<file path="config.mk">
export PLATFORM = sky130hd
export DESIGN_NAME = gf16_fill
export DESIGN_NICKNAME = d
export VERILOG_FILES = /design/src/hw/rtl/gf_2_16_arithmetic_unit_core_macros.svh /design/src/hw/rtl/gf16_pkg.sv /design/src/hw/rtl/gf16_fill.sv
export SDC_FILE = /design/constraint.sdc
export NUM_CORES = 1
export LEC_CHECK = 0
export BUFFER_PORTS_ARGS = -buffer_cell sky130_fd_sc_hd__buf_2
export CAP_MARGIN = 40
export CORE_MARGIN = 1
export CORE_UTILIZATION = 39
export DETAILED_ROUTE_END_ITERATION = 6
export PLACE_DENSITY = 0.59
export SLEW_MARGIN = 10
export SYNTH_ARGS = -nofsm -noshare
export SYNTH_HDL_FRONTEND = slang
export SYNTH_SLANG_ARGS = --single-unit
</file>
<file path="constraint.sdc">
create_clock -name clk -period 1.55 [get_ports clk]
set_input_delay 0.31 -clock clk [delete_from_list [all_inputs] [get_ports clk]]
set_output_delay 0.31 -clock clk [all_outputs]
set_load 0.1 [all_outputs]
</file>
<file path="src/hw/rtl/gf_2_16_arithmetic_unit_core_macros.svh">
// ----------------------------------------------------------------------------
// gf16 assertion macros
// concurrent check wrappers shared by the gf(2^16) unit rtl
// ----------------------------------------------------------------------------
`ifndef GF_2_16_ARITHMETIC_UNIT_CORE_MACROS_SVH
`define GF_2_16_ARITHMETIC_UNIT_CORE_MACROS_SVH

// same-cycle implication, sampled on clk, off while arst_n is low
`define GF16_ASSERT_IMP(name, ante, cons) \
	name: assert property (@(posedge clk) disable iff (!arst_n) (ante) |-> (cons)) \
		else $error("gf16 same-cycle check failed");

// next-cycle implication, sampled on clk, off while arst_n is low
`define GF16_ASSERT_NXT(name, ante, cons) \
	name: assert property (@(posedge clk) disable iff (!arst_n) (ante) |=> (cons)) \
		else $error("gf16 next-cycle check failed");

`endif

</file>
<file path="src/hw/rtl/gf16_pkg.sv">
// ----------------------------------------------------------------------------
// gf16 package
// field constants, operation codes and shared types of the gf(2^16) unit
// ----------------------------------------------------------------------------
package gf16_pkg;

	localparam int unsigned ELEM_W = 16;
	localparam int unsigned EXP_W  = 32;
	localparam int unsigned FUNC_W = 3;

	// x^16+x^12+x^3+x+1, bit 16 implied by the shift-out
	localparam logic [ELEM_W-1:0] GF_POLY_LO = 16'h100B;
	// order of the multiplicative group
	localparam logic [ELEM_W-1:0] GF_ORDER   = 16'hFFFF;

	localparam int unsigned LOG_DEPTH  = 65536;
	localparam int unsigned ALOG_DEPTH = 65535;

	typedef enum logic [FUNC_W-1:0] {
		FN_MUL     = 3'd0,
		FN_DIV     = 3'd1,
		FN_INV     = 3'd2,
		FN_POW     = 3'd3,
		FN_MUL_POW = 3'd4,
		FN_LOG     = 3'd5
	} func_t;

	// which source drives the result word
	typedef enum logic [1:0] {
		RS_ZERO = 2'd0,
		RS_ALOG = 2'd1,
		RS_LOG  = 2'd2
	} res_sel_t;

	typedef enum logic {
		FS_FILL = 1'b0,
		FS_RUN  = 1'b1
	} fill_state_t;

	// table write issued by the fill sequencer
	typedef struct packed {
		logic              we;
		logic [ELEM_W-1:0] idx;
		logic [ELEM_W-1:0] elem;
	} fill_wr_t;

endpackage

</file>
<file path="src/hw/rtl/gf16_fill.sv">
// ----------------------------------------------------------------------------
// gf16 table fill
// walks alpha^i after reset and writes the log and antilog tables
// ----------------------------------------------------------------------------
module gf16_fill import gf16_pkg::*; (
	input  logic     clk,
	input  logic     arst_n,
	output fill_wr_t wr,
	output logic     done
);

	fill_state_t       state_q;
	fill_state_t       state_nxt;
	logic [ELEM_W-1:0] idx_q;
	logic [ELEM_W-1:0] elem_q;
	logic [ELEM_W-1:0] elem_nxt;

	// multiply by alpha: shift and fold the top bit back through the polynomial
	assign elem_nxt = {elem_q[ELEM_W-2:0], 1'b0} ^ (elem_q[ELEM_W-1] ? GF_POLY_LO : '0);

	always_comb begin
		state_nxt = state_q;
		case (state_q)
			FS_FILL: begin
				if (idx_q == GF_ORDER - 16'd1) begin
					state_nxt = FS_RUN;
				end
			end
			FS_RUN:  state_nxt = FS_RUN;
			default: state_nxt = FS_FILL;
		endcase
	end

	always_comb begin
		wr.idx  = idx_q;
		wr.elem = elem_q;
		case (state_q)
			FS_FILL: begin
				wr.we = 1'b1;
				done  = 1'b0;
			end
			FS_RUN: begin
				wr.we = 1'b0;
				done  = 1'b1;
			end
			default: begin
				wr.we = 1'b0;
				done  = 1'b0;
			end
		endcase
	end

	always_ff @(posedge clk or negedge arst_n) begin
		if (!arst_n) begin
			state_q <= FS_FILL;
			idx_q   <= '0;
			elem_q  <= 16'd1;
		end else begin
			state_q <= state_nxt;
			if (state_q == FS_FILL) begin
				idx_q  <= idx_q + 16'd1;
				elem_q <= elem_nxt;
			end
		end
	end

endmodule

</file>
==> impl_metrics.ini <==
[power]
powerDensity_mw_per_mm2 = 813
total_power_mw = 1.49
ir_drop_mv = 0.515
cellLeakagePower_nw = 0.885

[logic_synthesis]
synth_edf_count = 0
seq_area_frac_synth = 0.560
synth_top_family_by_area = simple AND/OR/NAND/NOR gates
syn_inst = 118
ys_seq_elements = 33
yosys.area_share.adder = 0.0169
synth_fp_nets = 122
dominantRegCellSynth = dfrtp_1
ys_warn_count = 0
synth-compound-area-share = 0.0195
synth_xor_area_frac = 0.107
avgSynthCellArea_sq_um = 12.5
yosys.area_share.simple = 0.116
synthesis.area_sq_mm = 0.00148
synth_mux_area_frac = 0.0991
async_reset_ff_frac = 1.00
synthDistinctLibCells = 24

[setup_path]
startpoint_type = flop
worstSetupPathType = flop to primary output
path_max_fanout = 4
cpMaxStageDelayCell = dfrtp_4
path_buf_inv = 1
cpLargestDelayFamily = flip-flops
critPathMaxStageDelay_ps = 450
required_ps = 1240
timing.critical_path.arrival_ps = 1170
cp_cell_sequence = buf_2
crit_start = idx_q[7]
worstReg2RegStart = state_q
worstSetupEndpointType = primary output

[final_layout]
diodes = 0
final_cells = 196
final_util = 0.527
drive_gt1_frac = 0.527
syn2layout_area_growth_pct = 23.6
fillers = 339
final_area_sq_mm = 0.00183
final_nets = 153

[cts]
cts_buffers = 5
clk_pin_slew_ps = 60
cts.path.max_buffers = 2
htree_levels = 2
cts-root-buf = clkbuf_8
clk_latency_ps = 280
cts_num_sinks = 33
cts_tree = built

[grt]
grt_pass1_wl_um = 4460
antenna_found_initial = 0
grt_overflow_total = 0
grt_usage = 0.148
grt_pass1_vias = 925
grt_start_max_net_pins = 20

[timing]
fmax_ghz = 0.674
hold_violations = 0
final-setup-viol-count = 0
fin_ws_ps = 65.9
period_share = 0.957
fin_tns_setup_ps = 0
fin_crit_ps = 1480
skew_ps = 5.97
rsz0062_at_grt = no
slew_violations = 0
relSlewSlack = 0.676
worst_pin_slew_ps = 490
worst_hold_slack_ps = 487

[worst_hold_path]
min_path_type = input port to async pin

[floorplan]
rows = 21
core_area_sq_mm = 0.00347
initial_core_util = 0.426
die-width_um = 63.6
die_h_um = 63.6
io_pins = 36
die_area_sq_mm = 0.00404

[drt]
drcViolationCount = 0
first_pass_iters = 4
via_count = 942
drtIter0Drc = 23
drt_wl_total_um = 2550
avgViaCountPerCell = 4.81
wl_per_cell_um = 13.0
drtAntennaViolNets = 0

[place]
routabilityCongestion = 0.802
dpl_worst_slack_ps = 148
hpwl_um = 1870
io_buffer_count = 35
dp_cells = 187
place_area_sq_mm = 0.00173

[run]
max-cap-violations = 0

[run_status]
outcome = completed
==> layer usage <==
layer	vias up	GRT usage	wire length, um
met2	25	0.227	1190
met1	461	0.184	1170
met3	6	0.0543	136
met4	0	0.0682	50
met5	-	0	0
li1	450	-	-
==> layout make-up <==
class	instances	area (sq um)	share of cell area
multi-input cells	66	537	0.294
clock inverters	1	5.00	0.00274
flip-flops and latches	33	877	0.480
inverters	4	18.8	0.0103
well taps	46	57.6	0.0315
repair buffers	39	255	0.140
clock buffers	7	76.3	0.0418
==> cell usage after synthesis (2+ instances only) <==
| cell type | count | share of area |
|---|---|---|
| xor2_1 | 4 | 0.024 |
| nand4_1 | 3 | 0.013 |
| nor3_1 | 2 | 0.0068 |
| buf_4 | 13 | 0.066 |
| inv_1 | 4 | 0.010 |
| ha_1 | 2 | 0.017 |
| nor2_1 | 3 | 0.0076 |
| xnor2_1 | 14 | 0.083 |
| nand2_1 | 7 | 0.018 |
| o21ai_0 | 3 | 0.010 |
| nand3_1 | 7 | 0.024 |
| dfrtp_1 | 32 | 0.54 |
| mux2_2 | 13 | 0.099 |
==> flip-flops by register name, summed over array words and instances (netlist names) <==
name / count
state_q: 1
idx_q: 16
elem_q: 16
==> report_power, final <==
| part | switching, mW | internal [mW] | total, mW |
|---|---|---|---|
| Combinational | 0.0172 | 0.00580 | 0.0230 |
| Sequential | 0 | 0.861 | 0.861 |
| Clock | 0.288 | 0.314 | 0.602 |
==> kinds of logic (layout without fill, tap and decap cells) <==
| logic type | count (synthesis) | in the layout |
|---|---|---|
| adders and majority gates | 2 | 2 |
| buffers and inverters | 19 | 51 |
| and+or+nand+nor | 28 | 28 |
| DFF | 33 | 33 |
| xor gates and xnor gates | 18 | 18 |
| AOI/OAI and AO/OA | 5 | 5 |
| muxes | 13 | 13 |
==> path summary, 6_finish.rpt <==
path                       cells past startpoint   endpoint  slack (ps)
max                                            1     wr[23]          70
min                                            2  idx_q[15]         490
max reg2reg                                    4  idx_q[15]         170
min reg2reg                                    1  idx_q[14]         490
max in group asynchronous                      3  elem_q[0]         500
min in group clk                               1  idx_q[14]         490
==> placed cells by master (no fill, tap or decap), types with 2 or more instances in the layout <==
master | Yosys | layout
buf_2 | 1 | 31
dfrtp_1 | 32 | 16
xnor2_1 | 14 | 14
mux2_2 | 13 | 13
dfrtp_4 | 0 | 12
nand3_1 | 7 | 7
nand2_1 | 7 | 7
clkbuf_8 | 0 | 5
xor2_1 | 4 | 4
dfrtp_2 | 0 | 4
inv_1 | 4 | 3
nor2_1 | 3 | 3
o21ai_0 | 3 | 3
nand4_1 | 3 | 3
buf_12 | 0 | 3
buf_4 | 13 | 3
nor3_1 | 2 | 2
ha_1 | 2 | 2
clkbuf_1 | 0 | 2
==> repair_timing <==
action	in CTS	in global routing
endpoints found under the hold margin	17	0
hold buffers	1	0
setup buffers	0	0
resized for setup	0	1
setup endpoints to repair	0	1
Power figures use the tool's default switching activity.
